[src/rtl/bsp_pkg.sv]
`timescale 1ns / 1ps
// ----------------------------------------------------------------------------
// bsp_pkg
// Shared types, codes and helpers for the B-spline curve evaluator.
// ----------------------------------------------------------------------------
package bsp_pkg;

    // default sizes
    localparam int MAX_DEGREE_DEF = 7;
    localparam int MAX_POINTS_DEF = 64;
    localparam int DIMENSION_DEF  = 3;

    // divider operand widths: numerator magnitude and divisor
    localparam int NUM_W     = 53;
    localparam int NUM_MAG_W = 52;
    localparam int DEN_W     = 33;

    // input operation codes
    localparam logic [1:0] OP_KNOT   = 2'd0;
    localparam logic [1:0] OP_POINT  = 2'd1;
    localparam logic [1:0] OP_EVAL   = 2'd2;
    localparam logic [1:0] OP_UNUSED = 2'd3;

    // configuration register indexes
    localparam logic CFG_DEGREE = 1'b0;
    localparam logic CFG_COUNT  = 1'b1;

    typedef logic signed [31:0] t_q;
    typedef t_q [2:0] t_vec;

    typedef struct packed {
        logic [1:0]         op;
        logic [6:0]         slot;
        logic signed [31:0] param_value;
        logic signed [31:0] coord_x;
        logic signed [31:0] coord_y;
        logic signed [31:0] coord_z;
    } t_in;

    typedef struct packed {
        logic signed [31:0] point_x;
        logic signed [31:0] point_y;
        logic signed [31:0] point_z;
        logic signed [31:0] slope_x;
        logic signed [31:0] slope_y;
        logic signed [31:0] slope_z;
        logic signed [31:0] bend_x;
        logic signed [31:0] bend_y;
        logic signed [31:0] bend_z;
        logic               bend_valid;
        logic               zero_span;
    } t_out;

    typedef enum logic {
        MDU_DIV = 1'b0,
        MDU_MUL = 1'b1
    } t_mdu_op;

    // request into the shared multiply / divide unit
    typedef struct packed {
        logic                      start;
        t_mdu_op                   op;
        logic signed [NUM_W-1:0]   a;
        logic signed [DEN_W-1:0]   b;
    } t_mdu_req;

    typedef struct packed {
        logic               done;
        logic signed [63:0] res;
    } t_mdu_rsp;

    // saturate to signed 32 bits
    function automatic t_q sat32(logic signed [63:0] x);
        t_q r;
        if (x > 64'sd2147483647) begin
            r = 32'sh7FFFFFFF;
        end else if (x < -64'sd2147483648) begin
            r = 32'sh80000000;
        end else begin
            r = x[31:0];
        end
        return r;
    endfunction

endpackage

[src/rtl/bsp_mdu.sv]
`timescale 1ns / 1ps
// ----------------------------------------------------------------------------
// bsp_mdu
// Shared sequential unit: signed truncating divide, one quotient bit per
// cycle, or signed multiply in two 33x16 partial products.
// ----------------------------------------------------------------------------
module bsp_mdu
    import bsp_pkg::*;
(
    input  logic     i_clk,
    input  logic     i_rst_n,
    input  t_mdu_req i_req,
    output t_mdu_rsp o_rsp
);

    localparam int CW = $clog2(NUM_MAG_W);

    logic                    r_busy;
    t_mdu_op                 r_op;
    logic                    r_neg;
    logic [CW-1:0]           r_cnt;
    logic [NUM_MAG_W-1:0]    r_num;
    logic [DEN_W-1:0]        r_den;
    logic [DEN_W-1:0]        r_rem;
    logic [NUM_MAG_W-1:0]    r_quo;
    logic [63:0]             r_acc;
    logic [32:0]             r_ma;
    logic [31:0]             r_mb;
    logic                    r_done;
    logic signed [63:0]      r_res;

    logic [NUM_W-1:0]        a_abs;
    logic [DEN_W-1:0]        b_abs;
    logic [DEN_W:0]          rem_sh;
    logic                    ge;
    logic [DEN_W-1:0]        rem_nx;
    logic [NUM_MAG_W-1:0]    quo_nx;
    logic [48:0]             part;
    logic [63:0]             acc_nx;
    logic                    last;
    logic [63:0]             mag;

    // operand magnitudes
    assign a_abs = i_req.a[NUM_W-1] ? NUM_W'(-i_req.a) : NUM_W'(i_req.a);
    assign b_abs = i_req.b[DEN_W-1] ? DEN_W'(-i_req.b) : DEN_W'(i_req.b);

    // restoring divide step
    assign rem_sh = {r_rem, r_num[NUM_MAG_W-1]};
    assign ge     = (rem_sh >= {1'b0, r_den});
    assign rem_nx = ge ? DEN_W'(rem_sh - {1'b0, r_den}) : DEN_W'(rem_sh);
    assign quo_nx = {r_quo[NUM_MAG_W-2:0], ge};

    // multiply step, low half then high half
    assign part   = 49'(r_ma) * 49'(r_mb[15:0]);
    assign acc_nx = (r_cnt == '0) ? 64'(part) : r_acc + (64'(part) << 16);

    assign last = (r_op == MDU_DIV) ? (r_cnt == CW'(NUM_MAG_W - 1)) : (r_cnt == CW'(1));
    assign mag  = (r_op == MDU_DIV) ? 64'(quo_nx) : acc_nx;

    always_ff @(posedge i_clk) begin
        if (!i_rst_n) begin
            r_busy <= 1'b0;
            r_done <= 1'b0;
        end else begin
            r_done <= 1'b0;
            if (!r_busy) begin
                if (i_req.start) begin
                    r_busy <= 1'b1;
                    r_op   <= i_req.op;
                    r_neg  <= i_req.a[NUM_W-1] ^ i_req.b[DEN_W-1];
                    r_cnt  <= '0;
                    r_num  <= a_abs[NUM_MAG_W-1:0];
                    r_den  <= b_abs;
                    r_rem  <= '0;
                    r_quo  <= '0;
                    r_acc  <= '0;
                    r_ma   <= a_abs[32:0];
                    r_mb   <= b_abs[31:0];
                end
            end else begin
                r_cnt <= r_cnt + CW'(1);
                r_num <= {r_num[NUM_MAG_W-2:0], 1'b0};
                r_rem <= rem_nx;
                r_quo <= quo_nx;
                r_acc <= acc_nx;
                r_mb  <= {16'd0, r_mb[31:16]};
                if (last) begin
                    r_busy <= 1'b0;
                    r_done <= 1'b1;
                    r_res  <= r_neg ? -$signed(mag) : $signed(mag);
                end
            end
        end
    end

    assign o_rsp.done = r_done;
    assign o_rsp.res  = r_res;

endmodule

[config.mk]
export PLATFORM = sky130hd
export DESIGN_NAME = bsp_mdu
export DESIGN_NICKNAME = d
export VERILOG_FILES = /design/src/rtl/bsp_pkg.sv /design/src/rtl/bsp_mdu.sv
export SDC_FILE = /design/constraint.sdc
export NUM_CORES = 2
export LEC_CHECK = 0
export BUFFER_PORTS_ARGS = -buffer_cell sky130_fd_sc_hd__buf_2
export CORE_MARGIN = 3
export CORE_UTILIZATION = 45
export DETAILED_ROUTE_END_ITERATION = 7
export PLACE_DENSITY_LB_ADDON = 0.1
export SYNTH_ARGS = -nofsm -noshare
export SYNTH_HDL_FRONTEND = slang
export SYNTH_SLANG_ARGS = --single-unit
[constraint.sdc]
create_clock -name i_clk -period 11.1 [get_ports i_clk]
set_clock_uncertainty 0.2 [all_clocks]
set_input_delay 1.665 -clock i_clk [delete_from_list [all_inputs] [get_ports i_clk]]
set_output_delay 1.665 -clock i_clk [all_outputs]
set_load 0.1 [all_outputs]
### Yosys cells after proc, flatten, opt, wreduce, memory -nomap -nowiden

Cells that the tools add are included.

* bitwise operators: 2
* order comparisons: 1
* add/sub/neg operators: 6
* reduce and logical (&&, ||, !) cells: 6
* eq/ne operators: 2
* multiply operators: 1
* multiplexer cells: 23

Operators by type and width (count)
* $mux W64: 5
* $mux W52: 3
* $mux W51: 2
* $mux W33: 3
* $add A64 B64 Y64: 1
* $mux W32: 2
* $neg A64 Y64: 1
* $neg A52 Y52: 1
* $mul A33 B16 Y49: 1
* $ge A34 B33 Y1: 1
* $neg A33 Y33: 1
* $sub A33 B33 Y33: 1
* $mux W16: 1
* $mux W6: 2
* $add A6 B1 Y6 const B: 1
* $eq A6 B1 Y1 const B: 1
* $eq A6 B6 Y1 const B: 1
* $logic_not A6 Y1: 1
* $reduce_and A3 Y1: 2
* $mux W1: 5
* $reduce_and A2 Y1: 2
* $reduce_bool A2 Y1: 1
* $not A1 Y1: 1
* $xor A1 B1 Y1: 1

* register bits: 372
* word-level logic and storage cells: 57
* bits of input ports: 90
* output and inout bits: 65

### Depth between registers and ports, before layout

* word-level depth: 6
* depth in mapped cells: 37
* depth with buffers taken out: 35

### Least setup slack after synthesis

OpenSTA, ideal clock, no wires.

* path type: register to register
* start: register r_mb[9]
* end: register r_res[62], data pin
* required time: 10.637 ns
* setup slack: 1.643 ns
* stages on the path, launching flop included: 37
* period minus slack after synthesis: 9.457 ns
* library setup time: 0.263 ns
* arrival time: 8.994 ns
* path buffers: 3
* cells stage by stage: edfxtp_1 -> clkbuf_1 -> clkbuf_1 -> nand2_1 -> fa_1 -> inv_1 -> fa_1 -> inv_1 -> fa_1 -> inv_1 -> fa_1 -> fa_1 -> inv_1 -> fa_1 -> inv_1 -> ha_1 -> buf_6 -> nand4_1 -> nor3_1 -> o21ai_4 -> a31oi_1 -> o21ai_0 -> nand2_1 -> xor2_1 -> ha_1 -> a21o_1 -> a21o_1 -> a2111oi_2 -> nor2_1 -> o21a_1 -> or4b_1 -> a32oi_1 -> mux2i_1 -> o21ai_1 -> o211ai_1 -> o41ai_2 -> xnor2_1

* longest elaborated chain between the ends: 6

RTL lines
* start: declaration: RTL line bsp_mdu.sv:28 `logic [31:0] r_mb;`
* start signal: assignment: RTL line bsp_mdu.sv:78 `r_mb <= b_abs[31:0];`
* start signal: assignment: RTL line bsp_mdu.sv:86 `r_mb <= {16'd0, r_mb[31:16]};`
* $mul A33 B16 Y49 *: RTL line bsp_mdu.sv:54 `assign part = 49'(r_ma) * 49'(r_mb[15:0]);`
* $add A64 B64 Y64: RTL line bsp_mdu.sv:55 `assign acc_nx = (r_cnt == '0) ? 64'(part) : r_acc + (64'(part) << 16);`
* $mux W64 *: RTL line bsp_mdu.sv:55
* $mux W64 *: RTL line bsp_mdu.sv:58 `assign mag = (r_op == MDU_DIV) ? 64'(quo_nx) : acc_nx;`
* $neg A64 Y64: RTL line bsp_mdu.sv:90 `r_res <= r_neg ? -$signed(mag) : $signed(mag);`
* $mux W64 *: RTL line bsp_mdu.sv:90
* end signal: assignment: RTL line bsp_mdu.sv:90
* end: declaration: RTL line bsp_mdu.sv:30 `logic signed [63:0] r_res;`

Mark *: on every way between the ends. The rest lies on a longest branch, timed or not.
A chain may end at the register's enable or synchronous reset.

### Worst setup path after layout

* start: register r_ma[18]
* end: register r_res[61], data pin

* longest elaborated chain between the ends: 6

RTL lines
* start: declaration: RTL line bsp_mdu.sv:27 `logic [32:0] r_ma;`
* start signal: assignment: RTL line bsp_mdu.sv:77 `r_ma <= a_abs[32:0];`
* $mul A33 B16 Y49 *: RTL line bsp_mdu.sv:54
* $add A64 B64 Y64: RTL line bsp_mdu.sv:55
* $mux W64 *: RTL line bsp_mdu.sv:55
* $mux W64 *: RTL line bsp_mdu.sv:58
* $neg A64 Y64: RTL line bsp_mdu.sv:90
* $mux W64 *: RTL line bsp_mdu.sv:90

Marked as above.

==> flow_summary.toml <==
[global_routing]
grt-ovfl-total = 0
grt_pass1_vias = 31400
grt_max_degree = 155
antenna_found_initial = 0
grt_pass1_wl_mm = 178
grtUsageTotal = 0.242

[route]
firstDrtPassIters = 5
drt_iter0_markers = 2035
routedWlPerCell_um = 20.2
vias = 30500
vias_per_cell = 5.51
drtAntennaViolNets = 0
routed_wirelength_mm = 112
drc = 0

[critical_path]
r2r-start = "r_ma[18]"
required_ps = 11260
rrSetupSlack_ps = 450
critPathArrivalTime_ps = 10810
crit_path_frequent_cell = "fa_1"
reg2reg_to = "r_res[61]"
rr_worst_depth = 32
path_max_fanout = 16
end_kind = "flip-flop"
path_class = "flip-flop to flip-flop"
cp_slowest_cell = "a311oi_1"
start_kind = "flip-flop"
crit_path_max_incr_delay_ps = 940

[clock_tree]
htree_levels = 2
clockBufferDepth = 3
cts_buffers = 48
cts.clk_slew.worst_paths_ps = 70
cts_tree = "yes"
cts-root-buf = "clkbuf_16"
clk_latency_ps = 630
cts.sinks = 372

[cells_and_area]
instances_no_fill = 5545
mostFrequentLayoutCell = "nand2_1"
fillCellCount = 8279
multi_input_area_um2 = 26100
areaGrowthSynthToFinish_pct = 9.38
ff_latch_area_um2 = 11200
final_cell_area_um2 = 44000
drive_gt1_frac = 0.100
nets = 5076
final_cell_mix = "nand2_1 (587), inv_1 (564), fa_1 (434)"

[min_path]
hold_start = "r_num[48]"
min_to = "r_num[49]"
hold_class = "flip-flop to flip-flop"
hold_depth = 2

[synthesis]
async_flop_share = 0
syn_inst = 4260
synth_edf_count = 370
synth_cell_type_count = 107
ys_seq_area_frac = 0.277
ys.flop_type = "edfxtp_1"
synth_area_per_cell_um2 = 9.44
syn_nets = 4991
synthesis.area_um2 = 40200
yosys_warnings = 0
synth-seq-cells = 372

[timing]
setup_violations = 0
max_freq_mhz = 93.9
maxSlewViolCount = 0
layout_worst_path_cycle_share = 0.959
period_minus_slack_ps = 10650
slew_headroom = 0.229
worst_pin_slew_ps = 1150
tns_ps = 0
rsz0062_at_grt = "false"
hold_violations = 0

[floorplan]
die-area_um2 = 93000
die_h_um = 305
start_util = 0.458
die_w_um = 305
core_area_um2 = 87700
ios = 155
rows = 108

[placed_design]
place_inst = 5441
dp_hpwl_mm = 84.9
io_buffers = 154
post_dp_cell_area_um2 = 42300
globalplace.congestion = 0.896

[outcome]
status = "completed"

[job]
drv_cap = 0
==> cell type report <==
| cell class | count | area share |
|---|---|---|
| diodes | 5 | 0.000285 |
| clock inverters | 29 | 0.00646 |
| repair buffers | 245 | 0.0356 |
| multi-input cells | 3113 | 0.594 |
| inverters | 565 | 0.0483 |
| well taps | 1155 | 0.0329 |
| clock buffers | 61 | 0.0289 |
| flip-flops and latches | 372 | 0.254 |
==> cell usage after synthesis, types with 7 or more instances <==
library cell | count | area, um2
or3_1 | 34 | 213
and3_1 | 22 | 138
o41ai_1 | 13 | 114
a21o_1 | 71 | 533
edfxtp_1 | 370 | 11100
a221o_1 | 9 | 90.1
o21bai_1 | 23 | 173
o21a_1 | 23 | 173
o21ai_1 | 11 | 55.1
nor4_1 | 16 | 100
nor2_1 | 228 | 856
and2_1 | 263 | 1650
nand3_1 | 55 | 275
a21oi_1 | 182 | 911
a31oi_1 | 25 | 156
nor2b_1 | 19 | 119
clkbuf_1 | 178 | 668
mux2i_1 | 32 | 320
nand3b_1 | 7 | 52.6
o31ai_1 | 52 | 390
mux2_2 | 52 | 586
o21ai_0 | 150 | 751
buf_2 | 19 | 95.1
xor2_1 | 76 | 666
a31o_2 | 7 | 61.3
xnor2_1 | 168 | 1470
o211ai_1 | 18 | 135
ha_1 | 207 | 2590
or2_2 | 7 | 43.8
nand4_1 | 37 | 231
or4_1 | 18 | 135
nand2_1 | 588 | 2210
fa_1 | 434 | 8690
inv_1 | 565 | 2120
nand2b_1 | 35 | 219
o41ai_2 | 7 | 114
nor3_1 | 60 | 300
and4_1 | 8 | 70.1
a211oi_1 | 19 | 143
==> worst max path at each step <==
stage	start	end
floorplan	r_mb[9]	r_res[62]
global placement	r_mb[3]	r_res[61]
detailed placement	r_mb[3]	r_res[62]
CTS	r_mb[13]	r_res[61]
global route	r_mb[1]	r_res[61]
finish	r_ma[18]	r_res[61]
==> worst max-delay path: cells and delay by family, from the launching register on <==
kind                       cells  cell delay (ps)
adders and majority gates      8             3940
AOI/OAI and AO/OA             10             3290
and+or+nand+nor                4              870
DFF                            1              850
buffers and inverters          7              600
muxes                          2              520
xor gates and xnor gates       1              100
==> kinds of logic (layout without fill, tap and decap cells) <==
kind of cell    after synthesis  count (layout)  synth area share
simple gates               1432            1432             0.172
buf+inv                     775             900            0.0739
compound gates              712             712             0.120
fa+ha+maj                   641             641             0.281
flops                       372             372             0.277
xor+xnor                    244             244            0.0532
mux                          84              84            0.0225
other cells                   0               5                 0
==> registers in the layout (all words and copies together), names as in the netlist <==
| name | count |
|---|---|
| r_busy | 1 |
| r_neg | 1 |
| r_den | 33 |
| r_op | 1 |
| r_mb | 32 |
| r_acc | 64 |
| r_ma | 33 |
| r_done | 1 |
| r_rem | 33 |
| r_res | 64 |
| r_quo | 51 |
| r_cnt | 6 |
| r_num | 52 |
==> through the flow <==
step | util | setup WS (ps) | hold WS [ps]
3_5_place_dp | 0.482 | 461 | 315
2_1_floorplan | - | 1640 | 300
5_1_grt | 0.501 | 10.8 | 345
4_1_cts | 0.500 | 462 | 334
3_3_place_gp | 0.482 | 466 | 309
6_report | 0.501 | 452 | 330
==> timing repair <==
action	CTS	global route
hold buffers	0	0
setup buffers	0	9
resized for setup	0	1
setup endpoints to repair	0	17
==> metal layers <==
metal	GRT usage	part of all wire	up-vias
met4	0.0613	0.026	0
met5	0	0	-
met2	0.416	0.48	709
met3	0.0254	0.049	153
met1	0.328	0.44	15300
li1	-	-	14400
Power is left out: the tool's default activity adds up to more than one toggle a clock period on the data nets, which glitch-free logic cannot reach.
